--- config.mk ---
export PLATFORM = sky130hd
export DESIGN_NAME = tcp_congestion_and_rto_control
export DESIGN_NICKNAME = d
export VERILOG_FILES = /design/src/rtl/tcrc_pkg.sv /design/src/rtl/tcp_congestion_and_rto_control.sv
export SDC_FILE = /design/constraint.sdc
export NUM_CORES = 2
export LEC_CHECK = 0
export ABC_CLOCK_PERIOD_IN_PS = 22100
export BUFFER_PORTS_ARGS = -buffer_cell sky130_fd_sc_hd__buf_2
export CAP_MARGIN = 30
export CORE_MARGIN = 1
export CORE_UTILIZATION = 40
export CTS_CLUSTER_DIAMETER = 200
export CTS_CLUSTER_SIZE = 16
export DETAILED_ROUTE_END_ITERATION = 10
export GPL_TIMING_DRIVEN = 0
export PLACE_DENSITY = 0.53
export SYNTH_ARGS = -nofsm -noshare
export SYNTH_HDL_FRONTEND = slang
export SYNTH_SLANG_ARGS = --single-unit
--- constraint.sdc ---
create_clock -name clk -period 22.1 [get_ports clk]
set_input_delay 4.42 -clock clk [delete_from_list [all_inputs] [get_ports clk]]
set_output_delay 4.42 -clock clk [all_outputs]
set_load 0.01 [all_outputs]
--- src/rtl/tcrc_pkg.sv ---
// ----------------------------------------------------------------------------
// TCP congestion and RTO control package
// Event codes, register indexes, widths and reset values shared by the block.
// ----------------------------------------------------------------------------
`default_nettype none

package tcrc_pkg;

	// event codes carried on the input tuser
	localparam logic [2:0] ACT_OPEN    = 3'd0;
	localparam logic [2:0] ACT_ACK     = 3'd1;
	localparam logic [2:0] ACT_RTT     = 3'd2;
	localparam logic [2:0] ACT_TIMEOUT = 3'd3;
	localparam logic [2:0] ACT_SEND    = 3'd4;

	// configuration register indexes
	localparam logic [2:0] REG_SEGMENT_SIZE      = 3'd0;
	localparam logic [2:0] REG_INITIAL_THRESHOLD = 3'd1;
	localparam logic [2:0] REG_INITIAL_VARIANCE  = 3'd2;
	localparam logic [2:0] REG_INITIAL_TIMEOUT   = 3'd3;
	localparam logic [2:0] REG_TIMEOUT_FLOOR     = 3'd4;
	localparam logic [2:0] REG_TIMEOUT_CEILING   = 3'd5;

	// field widths
	localparam int SEQ_W  = 32;
	localparam int MS_W   = 16;
	localparam int BUF_W  = 17;
	localparam int LEN_W  = 16;
	localparam int RTRY_W = 8;
	localparam int IN_W   = 56;
	localparam int OUT_W  = 160;

	// reset values
	localparam logic [15:0] RST_SEGMENT_SIZE      = 16'd1460;
	localparam logic [31:0] RST_INITIAL_THRESHOLD = 32'd65535;
	localparam logic [15:0] RST_INITIAL_VARIANCE  = 16'd250;
	localparam logic [15:0] RST_INITIAL_TIMEOUT   = 16'd1000;
	localparam logic [15:0] RST_TIMEOUT_FLOOR     = 16'd200;
	localparam logic [15:0] RST_TIMEOUT_CEILING   = 16'd64000;

	localparam int DEF_BUFFER_BYTES = 65536;

	// saturating 32-bit add
	function automatic logic [31:0] sat_add32(input logic [31:0] a, input logic [31:0] b);
		logic [32:0] s;
		s = {1'b0, a} + {1'b0, b};
		return s[32] ? 32'hFFFF_FFFF : s[31:0];
	endfunction

endpackage

`default_nettype wire

--- src/rtl/tcp_congestion_and_rto_control.sv ---
// ----------------------------------------------------------------------------
// TCP congestion and RTO control
// Reno congestion window and Jacobson-style retransmission timeout for one
// connection, driven by a stream of events with one result per event.
// ----------------------------------------------------------------------------
// Each input transaction carries one event (tuser: open, ack, rtt sample,
// timeout, send request) and yields exactly one output transaction with the
// grant (length, sequence, buffer offset, retransmit flag in tuser) and the
// window, threshold, RTO and retry count after the event. Events are handled
// one at a time: open, timeout and unknown codes pass EXEC to FIN, rtt samples
// and rejected or slow-start acks add EXEC2, send requests EXEC2 and EXEC3, and
// an ack in congestion avoidance EXEC2, DIV and GROW, where a radix-2 restoring
// divider yields one quotient bit per cycle to form segment_size^2/cwnd. The
// result sits in an output register, so the next event is accepted while the
// previous result still waits for m_axis_tready. Configuration writes are
// taken at any cycle and must only be issued while the block is idle.
`default_nettype none

module tcp_congestion_and_rto_control
	import tcrc_pkg::*;
#(
	parameter int BUFFER_BYTES = DEF_BUFFER_BYTES
) (
	input  wire                clk,
	input  wire                arst_n,
	// configuration
	input  wire                cfg_we,
	input  wire  [2:0]         cfg_addr,
	input  wire  [31:0]        cfg_wdata,
	// events in
	input  wire                s_axis_tvalid,
	output logic               s_axis_tready,
	input  wire  [IN_W-1:0]    s_axis_tdata,  // value[31:0], buffered_bytes[48:32], zero pad
	input  wire  [2:0]         s_axis_tuser,  // action[2:0]
	// results out
	output logic               m_axis_tvalid,
	input  wire                m_axis_tready,
	output logic [OUT_W-1:0]   m_axis_tdata,  // send_len[15:0], send_seq[47:16],
	                                          // send_offset[64:48], window_now[96:65],
	                                          // threshold_now[128:97], timeout_now[144:129],
	                                          // retry_count[152:145], zero pad
	output logic               m_axis_tuser   // is_retransmit
);

	// buffer limit compare width
	localparam int LimW = $clog2(BUFFER_BYTES + 1);
	localparam int CmpW = (LimW > BUF_W) ? LimW : BUF_W;
	localparam logic [CmpW-1:0] BufLim = CmpW'(BUFFER_BYTES);

	// sequencer states
	localparam logic [2:0] ST_IDLE  = 3'd0;
	localparam logic [2:0] ST_EXEC  = 3'd1;
	localparam logic [2:0] ST_EXEC2 = 3'd2;
	localparam logic [2:0] ST_EXEC3 = 3'd3;
	localparam logic [2:0] ST_DIV   = 3'd4;
	localparam logic [2:0] ST_GROW  = 3'd5;
	localparam logic [2:0] ST_FIN   = 3'd6;

	logic [2:0] state_q;

	// configuration registers
	logic [15:0] seg_q, ivar_q, ito_q, floor_q, ceil_q;
	logic [31:0] ithr_q;

	// connection state
	logic [31:0] cwnd_q, thr_q, una_q, nxt_q;
	logic [15:0] srtt_q, var_q, rto_q;
	logic [7:0]  retries_q;

	// event being worked on
	logic [2:0]       act_q;
	logic [31:0]      val_q;
	logic [BUF_W-1:0] buf_q;

	// intermediates
	logic [31:0]      adv_q, span_q, flight_q, room_q;
	logic [BUF_W-1:0] share_q;

	// divider: dividend shifts out of quo_q while quotient bits shift in
	logic [31:0] quo_q, rem_q, dvs_q;
	logic [4:0]  cnt_q;

	// grant
	logic [15:0]      g_len_q;
	logic [31:0]      g_seq_q;
	logic [BUF_W-1:0] g_off_q;
	logic             g_re_q;

	// output register
	logic             m_valid_q;
	logic [15:0]      o_len_q;
	logic [31:0]      o_seq_q;
	logic [BUF_W-1:0] o_off_q;
	logic             o_re_q;
	logic [31:0]      o_win_q, o_thr_q;
	logic [15:0]      o_rto_q;
	logic [7:0]       o_rtry_q;

	// ------------------------------------------------------------------------
	// Input decode
	// ------------------------------------------------------------------------
	logic [CmpW-1:0]  buf_in_ext;
	logic [BUF_W-1:0] buf_in_clamped;
	logic             in_fire, out_free;

	assign in_fire    = s_axis_tvalid && s_axis_tready;
	assign out_free   = !m_valid_q || m_axis_tready;
	assign buf_in_ext = CmpW'(s_axis_tdata[48:32]);
	assign buf_in_clamped = (buf_in_ext > BufLim) ? BufLim[BUF_W-1:0] : s_axis_tdata[48:32];

	// ------------------------------------------------------------------------
	// RTT sample arithmetic
	// ------------------------------------------------------------------------
	logic [15:0] samp, rtt_diff;
	logic [18:0] srtt_sum;
	logic [17:0] var_sum;
	logic [18:0] rto_raw;
	logic [15:0] rto_clamped;
	logic [18:0] rto_floored;

	assign samp     = (val_q[31:16] != 16'd0) ? 16'hFFFF : val_q[15:0];
	assign rtt_diff = (srtt_q > samp) ? (srtt_q - samp) : (samp - srtt_q);
	assign srtt_sum = {srtt_q, 3'b000} - 19'(srtt_q) + 19'(samp);
	assign var_sum  = 18'({var_q, 1'b0}) + 18'(var_q) + 18'(rtt_diff);
	assign rto_raw  = 19'(srtt_q) + 19'({var_q, 2'b00});
	assign rto_floored = (rto_raw < 19'(floor_q)) ? 19'(floor_q) : rto_raw;
	assign rto_clamped = (rto_floored > 19'(ceil_q)) ? ceil_q : rto_floored[15:0];

	// ------------------------------------------------------------------------
	// Timeout arithmetic
	// ------------------------------------------------------------------------
	logic [31:0]      half_win, thr_floor;
	logic [16:0]      rto_dbl;
	logic [BUF_W-1:0] rtx_len;

	assign half_win  = {1'b0, cwnd_q[31:1]};
	assign thr_floor = 32'({seg_q, 1'b0});
	assign rto_dbl   = {rto_q, 1'b0};
	assign rtx_len   = (buf_q < {1'b0, seg_q}) ? buf_q : {1'b0, seg_q};

	// ------------------------------------------------------------------------
	// Send and ack arithmetic
	// ------------------------------------------------------------------------
	logic [BUF_W-1:0] room_share;
	logic [15:0]      snd_len;
	logic             ack_ok;

	assign room_share = (room_q < 32'(share_q)) ? room_q[BUF_W-1:0] : share_q;
	assign snd_len    = (room_share < {1'b0, seg_q}) ? room_share[15:0] : seg_q;
	assign ack_ok     = (adv_q != 32'd0) && (adv_q <= span_q);

	// one restoring step: bring down the next dividend bit, subtract if it fits
	logic [32:0] rem_sh;
	logic        div_fit;

	assign rem_sh  = {rem_q, quo_q[31]};
	assign div_fit = rem_sh >= {1'b0, dvs_q};

	// ------------------------------------------------------------------------
	// Configuration registers
	// ------------------------------------------------------------------------
	always_ff @(posedge clk or negedge arst_n) begin
		if (!arst_n) begin
			seg_q   <= RST_SEGMENT_SIZE;
			ithr_q  <= RST_INITIAL_THRESHOLD;
			ivar_q  <= RST_INITIAL_VARIANCE;
			ito_q   <= RST_INITIAL_TIMEOUT;
			floor_q <= RST_TIMEOUT_FLOOR;
			ceil_q  <= RST_TIMEOUT_CEILING;
		end else if (cfg_we) begin
			unique case (cfg_addr)
				REG_SEGMENT_SIZE:      seg_q   <= cfg_wdata[15:0];
				REG_INITIAL_THRESHOLD: ithr_q  <= cfg_wdata;
				REG_INITIAL_VARIANCE:  ivar_q  <= cfg_wdata[15:0];
				REG_INITIAL_TIMEOUT:   ito_q   <= cfg_wdata[15:0];
				REG_TIMEOUT_FLOOR:     floor_q <= cfg_wdata[15:0];
				REG_TIMEOUT_CEILING:   ceil_q  <= cfg_wdata[15:0];
				default: ;
			endcase
		end
	end

	// ------------------------------------------------------------------------
	// Event sequencer and connection state
	// ------------------------------------------------------------------------
	always_ff @(posedge clk or negedge arst_n) begin
		if (!arst_n) begin
			state_q   <= ST_IDLE;
			cwnd_q    <= 32'(RST_SEGMENT_SIZE);
			thr_q     <= RST_INITIAL_THRESHOLD;
			una_q     <= 32'd0;
			nxt_q     <= 32'd0;
			srtt_q    <= 16'd0;
			var_q     <= RST_INITIAL_VARIANCE;
			rto_q     <= RST_INITIAL_TIMEOUT;
			retries_q <= 8'd0;
			cnt_q     <= 5'd0;
		end else begin
			unique case (state_q)
				ST_IDLE: begin
					if (in_fire) begin
						act_q   <= s_axis_tuser;
						val_q   <= s_axis_tdata[31:0];
						buf_q   <= buf_in_clamped;
						g_len_q <= 16'd0;
						g_seq_q <= 32'd0;
						g_off_q <= '0;
						g_re_q  <= 1'b0;
						state_q <= ST_EXEC;
					end
				end

				ST_EXEC: begin
					unique case (act_q)
						ACT_OPEN: begin
							cwnd_q    <= 32'(seg_q);
							thr_q     <= ithr_q;
							una_q     <= val_q;
							nxt_q     <= val_q;
							srtt_q    <= 16'd0;
							var_q     <= ivar_q;
							rto_q     <= ito_q;
							retries_q <= 8'd0;
							state_q   <= ST_FIN;
						end
						ACT_ACK: begin
							adv_q   <= val_q - una_q;
							span_q  <= nxt_q - una_q;
							state_q <= ST_EXEC2;
						end
						ACT_RTT: begin
							if (srtt_q == 16'd0) begin
								srtt_q <= samp;
								var_q  <= {1'b0, samp[15:1]};
							end else begin
								srtt_q <= srtt_sum[18:3];
								var_q  <= var_sum[17:2];
							end
							state_q <= ST_EXEC2;
						end
						ACT_TIMEOUT: begin
							thr_q  <= (half_win < thr_floor) ? thr_floor : half_win;
							cwnd_q <= 32'(seg_q);
							rto_q  <= (rto_dbl > {1'b0, ceil_q}) ? ceil_q : rto_dbl[15:0];
							if (rtx_len != '0) begin
								g_len_q <= rtx_len[15:0];
								g_seq_q <= una_q;
								g_re_q  <= 1'b1;
								nxt_q   <= una_q + 32'(rtx_len);
								if (retries_q != 8'hFF) begin
									retries_q <= retries_q + 8'd1;
								end
							end
							state_q <= ST_FIN;
						end
						ACT_SEND: begin
							flight_q <= nxt_q - una_q;
							state_q  <= ST_EXEC2;
						end
						default: state_q <= ST_FIN;
					endcase
				end

				ST_EXEC2: begin
					unique case (act_q)
						ACT_ACK: begin
							if (ack_ok) begin
								una_q     <= val_q;
								retries_q <= 8'd0;
								if (cwnd_q < thr_q) begin
									cwnd_q  <= sat_add32(cwnd_q, 32'(seg_q));
									state_q <= ST_FIN;
								end else begin
									// congestion avoidance: start seg^2 / cwnd
									quo_q   <= 32'(seg_q) * 32'(seg_q);
									dvs_q   <= (cwnd_q == 32'd0) ? 32'd1 : cwnd_q;
									rem_q   <= 32'd0;
									cnt_q   <= 5'd0;
									state_q <= ST_DIV;
								end
							end else begin
								state_q <= ST_FIN;
							end
						end
						ACT_RTT: begin
							rto_q   <= rto_clamped;
							state_q <= ST_FIN;
						end
						ACT_SEND: begin
							room_q  <= (flight_q < cwnd_q) ? (cwnd_q - flight_q) : 32'd0;
							share_q <= (32'(buf_q) >= flight_q) ?
							           (buf_q - flight_q[BUF_W-1:0]) : '0;
							state_q <= ST_EXEC3;
						end
						default: state_q <= ST_FIN;
					endcase
				end

				ST_EXEC3: begin
					if (snd_len != 16'd0) begin
						g_len_q <= snd_len;
						g_seq_q <= nxt_q;
						g_off_q <= flight_q[BUF_W-1:0];
						nxt_q   <= nxt_q + 32'(snd_len);
					end
					state_q <= ST_FIN;
				end

				ST_DIV: begin
					rem_q <= div_fit ? (rem_sh[31:0] - dvs_q) : rem_sh[31:0];
					quo_q <= {quo_q[30:0], div_fit};
					cnt_q <= cnt_q + 5'd1;
					if (cnt_q == 5'd31) begin
						state_q <= ST_GROW;
					end
				end

				ST_GROW: begin
					cwnd_q  <= sat_add32(cwnd_q, quo_q);
					state_q <= ST_FIN;
				end

				ST_FIN: begin
					// hold here until the output register is free
					if (out_free) begin
						state_q <= ST_IDLE;
					end
				end

				default: state_q <= ST_IDLE;
			endcase
		end
	end

	// result valid: set as the result is posted, drop once the transaction completes
	always_ff @(posedge clk or negedge arst_n) begin
		if (!arst_n) begin
			m_valid_q <= 1'b0;
		end else if (state_q == ST_FIN && out_free) begin
			m_valid_q <= 1'b1;
		end else if (m_axis_tready) begin
			m_valid_q <= 1'b0;
		end
	end

	// result payload, loaded as the result is posted
	always_ff @(posedge clk) begin
		if (state_q == ST_FIN && out_free) begin
			o_len_q  <= g_len_q;
			o_seq_q  <= g_seq_q;
			o_off_q  <= g_off_q;
			o_re_q   <= g_re_q;
			o_win_q  <= cwnd_q;
			o_thr_q  <= thr_q;
			o_rto_q  <= rto_q;
			o_rtry_q <= retries_q;
		end
	end

	assign s_axis_tready = (state_q == ST_IDLE);
	assign m_axis_tvalid = m_valid_q;
	assign m_axis_tuser  = o_re_q;
	assign m_axis_tdata  = {7'd0, o_rtry_q, o_rto_q, o_thr_q, o_win_q, o_off_q, o_seq_q, o_len_q};

endmodule

`default_nettype wire

==> summary.md <==
The number of max-slew violations in the final report is 0. After synthesis, the share of cell area in mux cells is 4.09%. TritonCTS built the clock tree. For hold timing, the worst endpoint is o_seq_q[27]. The die outline width works out to 386 um. The netlist area before placement was 59100 um2; the share of synthesized cell area in full adder, half adder and majority cells was 19.2%. The logs give 0 for the post-CTS setup buffer count and 57 for the number of buffers added by the clock tree synthesis step. STA classifies the critical path endpoint as a flop.

Dividing the detail-routed wire length by the instance count gives 24.8 um. Count of max-cap constraint violations: 0. Counting flops with a built-in enable in the synthesized netlist gives 513. The run gives 0.938 as the placer's final routability congestion estimate.

The core region is 146000 um2. The number of buffers and inverters on the critical path works out to 5. The fraction of layout cells with a size suffix above 1 is 10.7%. Synthesis inferred 818 register bits. The tools report the die outline area as 149000 um2.

For the worst flop-to-flop path, the logic depth is 28. The depth of the critical timing path with buffers and inverters included works out to 28. The measured slew at the worst slew-check pin was 1150 ps; the simple logic cell fraction of the synthesized area was 11.9%.

The worst endpoint data arrival time was 10150 ps; the sequential fraction of the synthesis area was 39.1%. The number of antenna violations at the first check in global routing came out at 3. The cell type of the slowest stage on the worst timing path is sky130_fd_sc_hd__o31ai_2. The synthesized netlist contains 92 unique library cells. The longest clock path from root to sink contains 3 buffers. The tools report the cell row count as 140. For the final setup TNS, the log shows 0 ps. The number of endpoints with negative hold slack in the final report is 0. The final layout contains routed wiring with a total length of 206000 um.

The run gives 262 as the number of top-level pins. The tools report the met3 usage as 3.74%. The most used flip-flop cell after synthesis is sky130_fd_sc_hd__edfxtp_1. The cell type with the highest occurrence count on the critical path is sky130_fd_sc_hd__clkbuf_1. Entering global routing, the biggest net connects 106 pins. In this run the most used layer during global routing was met2.

After detailed routing, the number of remaining DRC violations is 0. The effective utilization at floorplan is 40.5%, and the time the final worst path needs with I/O delays and setup is 9540 ps. For the number of global-route vias before repair, the log shows 46200.

The number of detailed-routing iterations run before antenna repair is 6, and the worst hold path stage count is 0. The tools report the number of nets still failing antenna checks after routing as 0. The worst hold path begins at g_seq_q[27].

Data on the critical path is required at its endpoint by 22710 ps. The run finished with clean final reports. After detailed routing, the number of vias per cell comes to 5.71. Beginning of the worst register-to-register path: val_q[31]. The endpoint identified for the worst register-to-register timing path is var_q[15].

The height of the die was 386 um. The tools report the via total after detailed routing as 47200. For this run, the post-layout net count is 7199. Each instance of the synthesized netlist takes up on average 9.92 um2. The critical path is of the flop to flop type.

Setup repair after global routing left no endpoint under its margin. The synthesized netlist devotes 16.3% of its cell area to compound gates. The tools report the overflow left after global routing as 0. The share of the synthesized netlist area taken by xor and xnor gates was 4.02%. The cell sitting at the root of the clock tree is a sky130_fd_sc_hd__clkbuf_16. The area growth from synthesis to layout is 10.2%.

Based on the critical path, the design can be clocked at up to 105 MHz. STA classifies the critical path startpoint as a flop. Among cell families on the critical path, the largest total delay comes from compound AO/OA/AOI/OAI gates. Setup violations remaining at the end of the flow were counted as 0. The number of hold buffers added after CTS was 0. The critical-path maximum fanout came out at 10. The first global-routing pass estimated 303000 um of wire. Clock-pin slew was measured on the worst setup and hold paths at 90 ps. The path type of the worst min-delay path is flop to flop. The final period utilization works out to 43.2%. For this design, the sink count on the clock tree is 818. Measured against its own limit, the worst slew margin works out to 23.5%. The H-tree was split into 2 levels.

The run gives 37.3 ps as the final setup skew. After legalization and detailed placement, the total HPWL measured 163000 um. The clock reaches the later pin of the worst-skew pair after 710 ps.

Detailed router's first-iteration violation count: 3933. In this run the tool buffered the top-level ports with 247 buffer cells. On the worst path, the slowest cell contributes a delay of 760 ps. Global routing used 44.0% of the available met2 tracks. For this run, asynchronously set or reset flops after synthesis account for 37.3%. For flop-to-flop paths, the worst setup slack is 12560 ps. Across every metal layer, demand over resource in global routing totals 26.9%.

For this run, the number of Yosys warnings is 0. For the post-cts resize count, the log shows 0. By area, the combinational part of the netlist is dominated by adder cells. For met1 alone, demand over resource in global routing was 36.4%. Synthesis produced 5958 cells.
## through the flow
step	utilization, %	hold slack [ps]	worst slack (ps)	instance area, um2	cells
after detailed placement	43.4	405	12640	63500	8172
after floorplan	-	400	10080	59100	5965
after CTS	44.5	411	12580	65100	8267
after global placement	43.0	404	3750	62800	8129
final	44.6	410	12560	65100	8273
after global routing	44.6	420	11970	65100	8270
## logic make-up after synthesis
group,Yosys count
xor+xnor,271
compound gates,1545
flops,818
mux,220
simple gates,1505
fa+ha+maj,783
other cells,1
buf+inv,815
## how the worst max path moves through the flow
stage / slack, ps / start / endpoint
after floorplan: 10080 / m_axis_tready / m_axis_tuser
after global placement: 3750 / arst_n / dvs_q[21]
after detailed placement: 12640 / val_q[31] / var_q[15]
after CTS: 12580 / val_q[31] / var_q[15]
after global routing: 11970 / val_q[31] / var_q[15]
final: 12560 / val_q[31] / var_q[15]
## Yosys cell counts, drive strengths merged, types with 96 or more instances
cell type    n  area (um2)
a21o       141        1060
o21ai      402        2010
nor2       498        1870
xnor2      175        1530
a21oi      418        2100
edfxtp     513       15400
dfrtp      228        5710
xor2        96         841
inv        575        2160
mux2       155        1770
ha         577        7220
nand2      400        1500
nor3       109         556
clkbuf     188         706
fa         206        4120
## routing by layer
metal	up-vias	wire, um
met5	-	54
met3	296	12200
met4	6	8020
li1	22000	-
met2	1422	95100
met1	23500	90200
## area by class of cell
class,instances,area (um2)
multi-input combinational,4332,32900
clock buffer,92,1560
fill,14100,81000
timing repair buffer,293,1920
sequential,818,23100
antenna,3,7.51
clock inverter,3,56.3
buffer,233,948
tap,1917,2400
inverter,582,2180
## worst register-to-register path: cells and delay by family, from the launching register on
family / cells / cell delay [ps]
adders and majority gates: 3 / 1140
muxes: 1 / 390
and+or+nand+nor: 7 / 2650
AOI/OAI and AO/OA: 12 / 3170
DFF: 1 / 530
buffers and inverters: 5 / 1580
## cell usage in the layout (no fill, tap or decap), drive strengths merged, types with 65 or more instances in the layout
cell type	instances
a211oi	88
a21o	141
a21oi	418
a31oi	77
buf	337
clkbuf	281
dfrtp	228
dfstp	77
edfxtp	513
fa	206
ha	577
inv	578
mux2	155
mux2i	65
nand2	400
nand3	87
nor2	498
nor2b	66
nor3	109
o21a	68
o21ai	402
o22ai	70
xnor2	175
xor2	96
Power is left out: the tool's default activity adds up to more than one toggle a clock period on the data nets, which glitch-free logic cannot reach.
